[src/hw/rtl/pfe_pkg.sv]
package pfe_pkg;

  localparam int unsigned DATA_W      = 32;
  localparam int unsigned CHAR_W      = 8;
  localparam int unsigned STACK_DEPTH = 16;
  localparam int unsigned DIV_STEPS   = DATA_W;

  localparam logic [CHAR_W-1:0] CHAR_0     = 8'h30;
  localparam logic [CHAR_W-1:0] CHAR_9     = 8'h39;
  localparam logic [CHAR_W-1:0] CHAR_PLUS  = 8'h2B;
  localparam logic [CHAR_W-1:0] CHAR_MINUS = 8'h2D;
  localparam logic [CHAR_W-1:0] CHAR_MUL   = 8'h2A;
  localparam logic [CHAR_W-1:0] CHAR_DIV   = 8'h2F;
  localparam logic [CHAR_W-1:0] CHAR_MOD   = 8'h25;

  typedef enum logic [1:0] {
    ST_OK    = 2'd0,
    ST_UNDER = 2'd1,
    ST_OVER  = 2'd2,
    ST_DIVZ  = 2'd3
  } status_e;

  typedef enum logic [1:0] {
    TOK_DIGIT,
    TOK_ARITH,
    TOK_DIVIDE,
    TOK_OTHER
  } tok_e;

  typedef enum logic {
    RD_TOP,
    RD_SECOND
  } rd_sel_e;

  typedef enum logic [3:0] {
    S_IDLE,
    S_DECODE,
    S_RD_B,
    S_RD_A,
    S_EXEC,
    S_DIV,
    S_DIV_FIX,
    S_WB,
    S_FINISH,
    S_TOP,
    S_EMIT
  } state_e;

  typedef struct packed {
    logic    load;
    logic    push;
    logic    flag_over;
    logic    flag_under;
    logic    rd_en;
    rd_sel_e rd_sel;
    logic    capture_b;
    logic    capture_a;
    logic    exec_start;
    logic    div_step;
    logic    div_fix;
    logic    write_back;
    logic    emit;
  } cmd_t;

  typedef struct packed {
    tok_e tok;
    logic last;
    logic full;
    logic lt2;
    logic b_zero;
    logic div_last;
    logic out_free;
  } sts_t;

endpackage

[src/hw/rtl/postfix_expression_evaluator.sv]
// Postfix (RPN) evaluator, one character per input word.
// Input channel: in_valid_i/in_ready_o carry token_char_i and
// end_of_expression_i. Digits push, + - * / % pop two and push one,
// other characters are ignored. The word flagged end_of_expression
// produces one output word on out_valid_o/out_ready_i: value_o is the
// top of stack, status_o the first error of the expression (0 ok,
// 1 underflow, 2 overflow, 3 divide by zero).
// One word is processed at a time; in_ready_o is high only while idle.
// A digit or ignored char goes from decode to finish; + - * read both
// operands, execute and write back; / % also run a 32-step restoring
// divider and a sign fix, skipped on a zero divisor; an operator short
// of two operands is flagged and finishes. The final word also reads
// the top of stack, then out_valid_o rises with in_ready_o. The stack
// is a one-port-read memory, so each operator reads its operands one
// after the other. Reset clears the stack count, the error flag and the
// output valid flag; no clearing pass is needed. A result waits in the
// output register while the receiver stalls; the final word of the next
// expression then holds before emit until the register frees.
module postfix_expression_evaluator import pfe_pkg::*; #(
  parameter int unsigned StackDepth = STACK_DEPTH
) (
  input  logic                     clk_i,
  input  logic                     rst_ni,
  input  logic                     in_valid_i,
  output logic                     in_ready_o,
  input  logic [CHAR_W-1:0]        token_char_i,
  input  logic                     end_of_expression_i,
  output logic                     out_valid_o,
  input  logic                     out_ready_i,
  output logic signed [DATA_W-1:0] value_o,
  output logic [1:0]               status_o
);

  cmd_t cmd;
  sts_t sts;

  pfe_ctrl u_ctrl (
    .clk_i      (clk_i),
    .rst_ni     (rst_ni),
    .in_valid_i (in_valid_i),
    .in_ready_o (in_ready_o),
    .sts_i      (sts),
    .cmd_o      (cmd)
  );

  pfe_dp #(
    .StackDepth (StackDepth)
  ) u_dp (
    .clk_i               (clk_i),
    .rst_ni              (rst_ni),
    .token_char_i        (token_char_i),
    .end_of_expression_i (end_of_expression_i),
    .out_valid_o         (out_valid_o),
    .out_ready_i         (out_ready_i),
    .value_o             (value_o),
    .status_o            (status_o),
    .cmd_i               (cmd),
    .sts_o               (sts)
  );

endmodule

[src/hw/rtl/pfe_ctrl.sv]
module pfe_ctrl import pfe_pkg::*; (
  input  logic clk_i,
  input  logic rst_ni,
  input  logic in_valid_i,
  output logic in_ready_o,
  input  sts_t sts_i,
  output cmd_t cmd_o
);

  state_e state_q, state_d;

  always_ff @(posedge clk_i or negedge rst_ni) begin
    if (!rst_ni) begin
      state_q <= S_IDLE;
    end else begin
      state_q <= state_d;
    end
  end

  always_comb begin
    state_d    = state_q;
    cmd_o      = '0;
    in_ready_o = 1'b0;
    case (state_q)
      S_IDLE: begin
        in_ready_o = 1'b1;
        if (in_valid_i) begin
          cmd_o.load = 1'b1;
          state_d    = S_DECODE;
        end
      end
      S_DECODE: begin
        state_d = S_FINISH;
        case (sts_i.tok)
          TOK_DIGIT: begin
            if (sts_i.full) begin
              cmd_o.flag_over = 1'b1;
            end else begin
              cmd_o.push = 1'b1;
            end
          end
          TOK_ARITH, TOK_DIVIDE: begin
            if (sts_i.lt2) begin
              cmd_o.flag_under = 1'b1;
            end else begin
              cmd_o.rd_en  = 1'b1;
              cmd_o.rd_sel = RD_TOP;
              state_d      = S_RD_B;
            end
          end
          default: begin
            state_d = S_FINISH;
          end
        endcase
      end
      S_RD_B: begin
        cmd_o.capture_b = 1'b1;
        cmd_o.rd_en     = 1'b1;
        cmd_o.rd_sel    = RD_SECOND;
        state_d         = S_RD_A;
      end
      S_RD_A: begin
        cmd_o.capture_a = 1'b1;
        state_d         = S_EXEC;
      end
      S_EXEC: begin
        cmd_o.exec_start = 1'b1;
        if (sts_i.tok == TOK_DIVIDE && !sts_i.b_zero) begin
          state_d = S_DIV;
        end else begin
          state_d = S_WB;
        end
      end
      S_DIV: begin
        cmd_o.div_step = 1'b1;
        if (sts_i.div_last) begin
          state_d = S_DIV_FIX;
        end
      end
      S_DIV_FIX: begin
        cmd_o.div_fix = 1'b1;
        state_d       = S_WB;
      end
      S_WB: begin
        cmd_o.write_back = 1'b1;
        state_d          = S_FINISH;
      end
      S_FINISH: begin
        if (sts_i.last) begin
          cmd_o.rd_en  = 1'b1;
          cmd_o.rd_sel = RD_TOP;
          state_d      = S_TOP;
        end else begin
          state_d = S_IDLE;
        end
      end
      S_TOP: begin
        state_d = S_EMIT;
      end
      S_EMIT: begin
        if (sts_i.out_free) begin
          cmd_o.emit = 1'b1;
          state_d    = S_IDLE;
        end
      end
      default: begin
        state_d = S_IDLE;
      end
    endcase
  end

endmodule

[src/hw/rtl/pfe_dp.sv]
module pfe_dp import pfe_pkg::*; #(
  parameter int unsigned StackDepth = STACK_DEPTH
) (
  input  logic                     clk_i,
  input  logic                     rst_ni,
  input  logic [CHAR_W-1:0]        token_char_i,
  input  logic                     end_of_expression_i,
  output logic                     out_valid_o,
  input  logic                     out_ready_i,
  output logic signed [DATA_W-1:0] value_o,
  output logic [1:0]               status_o,
  input  cmd_t                     cmd_i,
  output sts_t                     sts_o
);

  localparam int unsigned AW  = $clog2(StackDepth);
  localparam int unsigned CW  = $clog2(StackDepth + 1);
  localparam int unsigned DCW = $clog2(DIV_STEPS);

  logic [DATA_W-1:0] stack_mem [StackDepth];
  logic [DATA_W-1:0] rdata_q;

  logic [CHAR_W-1:0] token_q;
  logic              last_q;
  logic [CW-1:0]     count_q, count_d;
  status_e           err_q, err_d;
  logic [DATA_W-1:0] a_q, b_q, res_q, rem_q, quo_q, mb_q;
  logic [DCW-1:0]    div_cnt_q;
  logic              out_valid_q;
  logic [DATA_W-1:0] value_q;
  status_e           status_q;

  logic [CW-1:0]     cnt_m1, cnt_m2;
  logic [AW-1:0]     rd_addr, wr_addr;
  logic [DATA_W-1:0] wr_data, digit_val, mag_a, mag_b;
  logic              wr_en, is_digit, is_arith, is_divide, empty;
  logic [DATA_W:0]   div_shift, div_diff;
  status_e           flag_code;
  logic              flag_en;

  assign cnt_m1 = count_q - CW'(1);
  assign cnt_m2 = count_q - CW'(2);
  assign empty  = (count_q == '0);

  assign is_digit  = (token_q >= CHAR_0) && (token_q <= CHAR_9);
  assign is_arith  = (token_q == CHAR_PLUS) || (token_q == CHAR_MINUS) ||
                     (token_q == CHAR_MUL);
  assign is_divide = (token_q == CHAR_DIV) || (token_q == CHAR_MOD);
  assign digit_val = {{(DATA_W - CHAR_W){1'b0}}, token_q - CHAR_0};

  always_comb begin
    if (is_digit) begin
      sts_o.tok = TOK_DIGIT;
    end else if (is_arith) begin
      sts_o.tok = TOK_ARITH;
    end else if (is_divide) begin
      sts_o.tok = TOK_DIVIDE;
    end else begin
      sts_o.tok = TOK_OTHER;
    end
  end

  assign sts_o.last     = last_q;
  assign sts_o.full     = (count_q >= CW'(StackDepth));
  assign sts_o.lt2      = (count_q < CW'(2));
  assign sts_o.b_zero   = (b_q == '0);
  assign sts_o.div_last = (div_cnt_q == DCW'(DIV_STEPS - 1));
  assign sts_o.out_free = !out_valid_q || out_ready_i;

  assign rd_addr = (cmd_i.rd_sel == RD_TOP) ? cnt_m1[AW-1:0] : cnt_m2[AW-1:0];
  assign wr_en   = cmd_i.push || cmd_i.write_back;
  assign wr_addr = cmd_i.push ? count_q[AW-1:0] : cnt_m2[AW-1:0];
  assign wr_data = cmd_i.push ? digit_val : res_q;

  always_ff @(posedge clk_i) begin
    if (wr_en) begin
      stack_mem[wr_addr] <= wr_data;
    end
    if (cmd_i.rd_en) begin
      rdata_q <= stack_mem[rd_addr];
    end
  end

  assign mag_a     = a_q[DATA_W-1] ? (DATA_W'(0) - a_q) : a_q;
  assign mag_b     = b_q[DATA_W-1] ? (DATA_W'(0) - b_q) : b_q;
  assign div_shift = {rem_q, quo_q[DATA_W-1]};
  assign div_diff  = div_shift - {1'b0, mb_q};

  always_ff @(posedge clk_i) begin
    if (cmd_i.load) begin
      token_q <= token_char_i;
      last_q  <= end_of_expression_i;
    end
    if (cmd_i.capture_b) begin
      b_q <= rdata_q;
    end
    if (cmd_i.capture_a) begin
      a_q <= rdata_q;
    end
    if (cmd_i.exec_start) begin
      if (is_divide) begin
        res_q     <= '0;
        rem_q     <= '0;
        quo_q     <= mag_a;
        mb_q      <= mag_b;
        div_cnt_q <= '0;
      end else if (token_q == CHAR_PLUS) begin
        res_q <= a_q + b_q;
      end else if (token_q == CHAR_MINUS) begin
        res_q <= a_q - b_q;
      end else begin
        res_q <= a_q * b_q;
      end
    end
    if (cmd_i.div_step) begin
      div_cnt_q <= div_cnt_q + DCW'(1);
      if (!div_diff[DATA_W]) begin
        rem_q <= div_diff[DATA_W-1:0];
        quo_q <= {quo_q[DATA_W-2:0], 1'b1};
      end else begin
        rem_q <= div_shift[DATA_W-1:0];
        quo_q <= {quo_q[DATA_W-2:0], 1'b0};
      end
    end
    if (cmd_i.div_fix) begin
      if (token_q == CHAR_DIV) begin
        res_q <= (a_q[DATA_W-1] ^ b_q[DATA_W-1]) ? (DATA_W'(0) - quo_q) : quo_q;
      end else begin
        res_q <= a_q[DATA_W-1] ? (DATA_W'(0) - rem_q) : rem_q;
      end
    end
    if (cmd_i.emit) begin
      value_q  <= empty ? '0 : rdata_q;
      status_q <= (err_q != ST_OK) ? err_q : (empty ? ST_UNDER : ST_OK);
    end
  end

  always_comb begin
    flag_en   = 1'b0;
    flag_code = ST_OK;
    if (cmd_i.flag_over) begin
      flag_en   = 1'b1;
      flag_code = ST_OVER;
    end else if (cmd_i.flag_under) begin
      flag_en   = 1'b1;
      flag_code = ST_UNDER;
    end else if (cmd_i.exec_start && is_divide && b_q == '0) begin
      flag_en   = 1'b1;
      flag_code = ST_DIVZ;
    end
  end

  always_comb begin
    count_d = count_q;
    err_d   = err_q;
    if (cmd_i.emit) begin
      count_d = '0;
      err_d   = ST_OK;
    end else begin
      if (cmd_i.push) begin
        count_d = count_q + CW'(1);
      end else if (cmd_i.write_back) begin
        count_d = cnt_m1;
      end
      if (flag_en && err_q == ST_OK) begin
        err_d = flag_code;
      end
    end
  end

  always_ff @(posedge clk_i or negedge rst_ni) begin
    if (!rst_ni) begin
      count_q     <= '0;
      err_q       <= ST_OK;
      out_valid_q <= 1'b0;
    end else begin
      count_q <= count_d;
      err_q   <= err_d;
      if (cmd_i.emit) begin
        out_valid_q <= 1'b1;
      end else if (out_ready_i) begin
        out_valid_q <= 1'b0;
      end
    end
  end

  assign out_valid_o = out_valid_q;
  assign value_o     = value_q;
  assign status_o    = status_q;

endmodule

[config.mk]
export PLATFORM = sky130hd
export DESIGN_NAME = postfix_expression_evaluator
export DESIGN_NICKNAME = d
export VERILOG_FILES = /design/src/hw/rtl/pfe_pkg.sv /design/src/hw/rtl/postfix_expression_evaluator.sv /design/src/hw/rtl/pfe_ctrl.sv /design/src/hw/rtl/pfe_dp.sv
export SDC_FILE = /design/constraint.sdc
export NUM_CORES = 2
export LEC_CHECK = 0
export BUFFER_PORTS_ARGS = -buffer_cell sky130_fd_sc_hd__buf_2
export CAP_MARGIN = 5
export CORE_UTILIZATION = 62
export DETAILED_ROUTE_END_ITERATION = 10
export PLACE_DENSITY = 0.78
export SETUP_SLACK_MARGIN = 0.2
export SYNTH_ARGS = -nofsm -noshare
export SYNTH_HDL_FRONTEND = slang
export SYNTH_SLANG_ARGS = --single-unit
[constraint.sdc]
create_clock -name clk_i -period 9.9 [get_ports clk_i]
set_input_delay 1.98 -clock clk_i [delete_from_list [all_inputs] [get_ports clk_i]]
set_output_delay 1.98 -clock clk_i [all_outputs]
set_load 0.1 [all_outputs]
# ---- Word-level counts from Yosys, hierarchy flattened
# Memory sizes are Yosys's and may differ from the RTL's. A register that Yosys moved wholly into a read port is not among the register bits.
# Index checks and enable logic that the tools add are counted.
dict set report totals {
  reg_bits 252
  ram_bits 512
  input_bits 13
  out_inout_bits 36
  wordCells 156
  n_memories 1
}
# name depth word_bits rd rd_ports_with_merged_regs wr line
set mem_list {}
lappend mem_list {u_dp.stack_mem 16 32 1 1 1 pfe_dp.sv:20} ;# logic [DATA_W-1:0] stack_mem [StackDepth];
dict set report classes {
  add_sub_neg 12
  n_mul 1
  order_cmp 4
  eq_ne 21
  mux 72
  n_bitwise 1
  reduce_logical 28
}
# operator n
set ops {}
lappend ops {{two-way mux 32 bit} 17}
lappend ops {{subtractor 1 x 32 -> 32 bit (first input constant)} 4}
lappend ops {{one-hot mux 4 bit (11 select lines)} 1}
lappend ops {{equality test 8 x 6 -> 1 bit (second input constant)} 5}
lappend ops {{subtractor 33 x 32 -> 33 bit} 1}
lappend ops {{adder 32 bit} 1}
lappend ops {{zero test 32 bit} 1}
lappend ops {{multiplier 32 x 32 -> 32 bit} 1}
lappend ops {{two-way mux 4 bit} 8}
lappend ops {{subtractor 32 bit} 1}
lappend ops {{two-way mux 31 bit} 1}
lappend ops {{two-way mux 5 bit} 6}
lappend ops {{two-way mux 1 bit} 24}
lappend ops {{two-way mux 2 bit} 12}
lappend ops {{equality test 4 x 3 -> 1 bit (second input constant)} 4}
lappend ops {{equality test 4 bit (second input constant)} 3}
lappend ops {{nonzero test 2 bit} 6}
lappend ops {{adder 5 x 1 -> 5 bit (second input constant)} 2}
lappend ops {{equality test 4 x 2 -> 1 bit (second input constant)} 2}
lappend ops {{>= comparator 8 x 6 -> 1 bit (second input constant)} 1}
lappend ops {{<= comparator 8 x 6 -> 1 bit (second input constant)} 1}
lappend ops {{subtractor 8 x 6 -> 8 bit (second input constant)} 1}
lappend ops {{two-way mux 3 bit} 2}
lappend ops {{inequality test 2 bit (second input constant)} 3}
lappend ops {{20 further kinds} 31}

# ---- Longest topological paths before layout
dict set report depth {
  depth_word 14
  ltp_mapped 28
  depth_no_buf 26
}

# ---- By module
# Synthesis repeated with hierarchy kept, for this count alone.
dict set report unflattened {
  cells_unflattened 4572
  area_unflattened_um2 54148.2
}
# module instances cells_per_inst area_each_um2 seq_area_each_um2
set modules_own_cells {}
lappend modules_own_cells {pfe_dp 1 4510 53691.5 23742.8}
lappend modules_own_cells {pfe_ctrl 1 62 456.7 100.1}

# ---- Worst setup path after synthesis
# OpenSTA, ideal clock, no wires.
dict set report synth_path {
  path_kind {reg-to-reg}
  startpoint {register u_dp.a_q[16]}
  endpoint {register u_dp.res_q[31] (data pin)}
  setup_time_ps 264
  arrival_time_ps 7014
  required_ps 9636
  slack_ps 2623
  path_stages_with_launch 27
  n_path_buf 2
  synth_period_minus_slack_ps 7277
  cell_sequence {edfxtp_1 > clkbuf_1 > clkbuf_1 > and2_1 > fa_1 > inv_1 > fa_1 > fa_1 > fa_1 > inv_1 > fa_1 > inv_1 > fa_1 > inv_1 > fa_1 > fa_1 > ha_1 > a21o_1 > a21oi_1 > o21ai_0 > a41o_1 > o21ai_0 > o21ai_0 > a31oi_1 > xnor2_1 > a211oi_1 > o21ai_0}
}
dict set report synth_via {
  elab_chain_cells 6
  word_cells_on_any_way 8
  classes_between {add/sub (2); mul (1); mux (5)}
}
# item line
set synth_rtl {}
lappend synth_rtl {{start: declaration} pfe_dp.sv:27} ;# logic [DATA_W-1:0] a_q, b_q, res_q, rem_q, quo_q, mb_q;
lappend synth_rtl {{start signal: assignment} pfe_dp.sv:98} ;# a_q <= rdata_q;
lappend synth_rtl {{multiplier 32 x 32 -> 32 bit / subtractor 32 bit (equally long branches)} {pfe_dp.sv:112, pfe_dp.sv:110}}
lappend synth_rtl {{two-way mux 32 bit} pfe_dp.sv:109} ;# end else if (token_q == CHAR_MINUS) begin
lappend synth_rtl {{two-way mux 32 bit *} pfe_dp.sv:107} ;# end else if (token_q == CHAR_PLUS) begin
lappend synth_rtl {{two-way mux 32 bit *} pfe_dp.sv:101} ;# if (is_divide) begin
lappend synth_rtl {{two-way mux 32 bit *} pfe_dp.sv:100} ;# if (cmd_i.exec_start) begin
lappend synth_rtl {{two-way mux 32 bit *} pfe_dp.sv:125} ;# if (cmd_i.div_fix) begin
lappend synth_rtl {{end signal: assignment} pfe_dp.sv:108} ;# res_q <= a_q + b_q;
lappend synth_rtl {{end signal: assignment} pfe_dp.sv:110} ;# res_q <= a_q - b_q;
lappend synth_rtl {{end signal: assignment} pfe_dp.sv:127} ;# res_q <= (a_q[DATA_W-1] ^ b_q[DATA_W-1]) ? (DATA_W'(0) - quo_q) : quo_q;
lappend synth_rtl {{end: declaration} pfe_dp.sv:27}
# Mark *: on every way between the ends. The rest lies on a longest branch, timed or not. The select of a mux whose other input is x is not followed.
# A chain may end at the register's enable or synchronous reset.

# ---- Worst setup path in the final report
dict set report layout_path {
  startpoint {register u_dp.b_q[5]}
  endpoint {register u_dp.res_q[31] (data pin)}
}
dict set report layout_via {
  elab_chain_cells 6
  word_cells_on_any_way 8
  classes_between {add/sub (2); mul (1); mux (5)}
}
# item line
set layout_rtl {}
lappend layout_rtl {{start: declaration} pfe_dp.sv:27}
lappend layout_rtl {{start signal: assignment} pfe_dp.sv:95} ;# b_q <= rdata_q;
lappend layout_rtl {{multiplier 32 x 32 -> 32 bit / subtractor 32 bit (equally long branches)} {pfe_dp.sv:112, pfe_dp.sv:110}}
lappend layout_rtl {{two-way mux 32 bit} pfe_dp.sv:109}
lappend layout_rtl {{two-way mux 32 bit *} pfe_dp.sv:107}
lappend layout_rtl {{two-way mux 32 bit *} pfe_dp.sv:101}
lappend layout_rtl {{two-way mux 32 bit *} pfe_dp.sv:100}
lappend layout_rtl {{two-way mux 32 bit *} pfe_dp.sv:125}
# Marks and branches as above.

==> results.yml <==
status:
  status: "finished, final reports clean"
routing:
  viasPerCell: 6.448
  ant_nets: 0
  wire_per_inst_um: 27.14
  drc: 0
  drt_iter0_markers: 4245
  vias: 36920
  drt_pass1_iterations: 7
  wl_mm: 155.4
timing:
  tns_ps: 0
  max_slew_margin: 0.2002
  slew_viol_final: 0
  hold_violations: 0
  fin_crit_sh: 0.8433
  max_freq_ghz: 0.1198
  fin_skew_ps: 53.90
  final.setup.worst_slack_ps: 1551
  worstMarginPinSlew_ps: 1200
  setup_viol: 0
  period_needed_ps: 8349
  grt_setup_unrepaired: "no"
min_path:
  hold_path.class: "flip-flop to flip-flop"
place:
  dp_hpwl_mm: 105.2
  io_buffers: 48
  gp_congestion: 1.026
  preCtsSetupSlack_ps: 1732
  placed_area_um2: 55640
worst_setup_path:
  regToRegStartpoint: "u_dp.b_q[5]"
  crit_path_max_fanout: 26
  cp.required_ps: 10270
  path_depth: 24
  worst-setup-path-type: "flip-flop to flip-flop"
  start_kind: "flip-flop"
  crit_start: "u_dp.b_q[5]"
  timing.critical_path.buf_inv: 4
  rr_worst_depth: 24
  worstSetupEndpoint: "u_dp.res_q[31]"
  r2r_end: "u_dp.res_q[31]"
  critical-path-top-delay-family: "adder cells"
  crit_slowest_cell: "edfxtp_1"
  crit_arrival_ps: 8720
  worst_path_most_repeated_cell: "fa_1"
  path_cells: "and2_1 > fa_1 > fa_1 > fa_1 > inv_1 > fa_1 > inv_1 > fa_1 > inv_1 > fa_1 > inv_1 > fa_1 > fa_1 > ha_1 > a21o_1 > a21oi_1 > o21ai_0 > a41o_1 > o21ai_0 > o21ai_0 > a31oi_1 > xnor2_1 > a211oi_1 > o21ai_0"
  critical-path-max-stage-delay_ps: 1050
  crit_path_end_kind: "flip-flop"
  r2r_slack_ps: 1550
synth:
  synth_edf_count: 784
  synth-seq-cells: 796
  synth_common_cells: "edfxtp_1 (784), inv_1 (497), fa_1 (411), nand2_1 (392), and2_1 (289)"
  avgSynthCellArea_um2: 11.88
  yosysSeqAreaShare: 0.4418
  yosys_warnings: 0
  synth_nets: 5200
  yosysTopAreaCell: "edfxtp_1"
  syn-instance-count: 4544
  ys_async_sr_fraction: 0.01508
  yosysMostFrequentCell: "edfxtp_1"
  netlist_area_um2: 53970
  synth_top_cell_area_share: 0.4362
  yosysUniqueCellTypes: 81
  synth_ff_type: "edfxtp_1"
  ys_top_cells_by_area: "edfxtp_1 (44%), fa_1 (15%), ha_1 (5.4%)"
clock_tree:
  cts_hold_buf: 0
  clock_sinks: 796
  cts_root_buf: "clkbuf_16"
  cts_tree: "yes"
  h-tree-depth: 3
  cts_buffers: 80
  clk_pin_slew_ps: 60
  clock_latency_ps: 660
  cts_buffer_depth: 3
  cts_setup_buffers: 0
  cts_resized: 0
floorplan:
  rows: 107
  die_area_um2: 88230
  die_width_um: 297.0
  initial_utilization: 0.6299
  die_y_um: 297.0
  io_pins: 49
  core_um2: 85680
grt:
  grt_max_degree: 129
  track_usage: 0.3577
  gr-total-overflow: 0
  antenna_found_initial: 6
  grt_pass1_vias: 37620
  grt_pass1_wl_mm: 233.6
job:
  max-cap-violations: 0
cells_and_area:
  final_util: 0.6795
  syn_to_final_growth_pct: 7.880
  fin_area_um2: 58220
  final_nets: 5171
  layout-drive-gt1-share: 0.09875
[sequential cells by signal, indices dropped and copies added, names as in the netlist]
name	count
u_dp.out_valid_o	1
u_dp.quo_q	32
u_dp.div_cnt_q	5
u_dp.res_q	32
u_dp.stack_mem	512
u_dp.rdata_q	32
u_dp.status_o	2
u_ctrl.state_q	4
u_dp.b_q	32
u_dp.value_o	32
u_dp.err_q	2
u_dp.a_q	32
u_dp.rem_q	32
u_dp.last_q	1
u_dp.mb_q	32
u_dp.count_q	5
u_dp.token_q	8
[worst min-delay path by stage]
stage	depth (start not counted)	slack, ps	end	startpoint
2_1_floorplan	0	440	u_dp.a_q[0]	u_dp.rdata_q[0]
3_3_place_gp	0	460	u_dp.status_o[1]	u_dp.err_q[1]
3_5_place_dp	0	470	u_dp.status_o[1]	u_dp.err_q[1]
4_1_cts	0	460	u_dp.b_q[22]	u_dp.rdata_q[22]
5_1_grt	0	470	u_dp.b_q[22]	u_dp.rdata_q[22]
6_report	0	460	u_dp.b_q[22]	u_dp.rdata_q[22]
[placed cells by master (no fill, tap or decap), drive strengths merged, types with 128 or more instances in the layout]
cell | synthesis | layout
a21oi | 210 | 210
and2 | 289 | 289
buf | 30 | 143
edfxtp | 784 | 784
fa | 411 | 411
ha | 232 | 232
inv | 497 | 503
mux4 | 128 | 128
nand2 | 392 | 392
nor2 | 240 | 240
o21ai | 180 | 180
xnor2 | 174 | 174
[kinds of logic (layout without fill, tap and decap cells)]
family                     count (synthesis)  count (layout)  share of synthesized area
and+or+nand+nor                         1196            1196                     0.1095
DFF                                      796             796                     0.4418
buffers and inverters                    752             785                    0.05263
AOI/OAI and AO/OA                        703             703                    0.08193
adders and majority gates                643             643                     0.2062
xor gates and xnor gates                 261             261                    0.04236
muxes                                    193             193                    0.06552
other                                      0               4                          0
[area by class of cell]
cell class | instances | area (µm²)
multi-input combinational | 2996 | 27520
antenna | 4 | 10.01
sequential | 796 | 23840
clock inverter | 46 | 480.5
tap | 1144 | 1431
fill | 6096 | 27460
inverter | 498 | 1869
clock buffer | 98 | 2090
timing repair buffer | 143 | 978.4
[layer usage]
metal  share of wire  up-vias  global-route usage
met2            0.46     2323              0.5640
li1                -    15650                   -
met5               0        -                   0
met3            0.11      490             0.06814
met4           0.058        0              0.1906
met1            0.37    18450              0.4747
[through the flow]
step / cells / hold slack [ps]
final: 5725 / 462.4
after global routing: 5721 / 468.1
after CTS: 5721 / 457.1
after detailed placement: 5577 / 468.0
after global placement: 5577 / 462.0
after floorplan: 4544 / 436.7
Power is left out: the tool's default activity adds up to more than one toggle a clock period on the data nets, which glitch-free logic cannot reach.
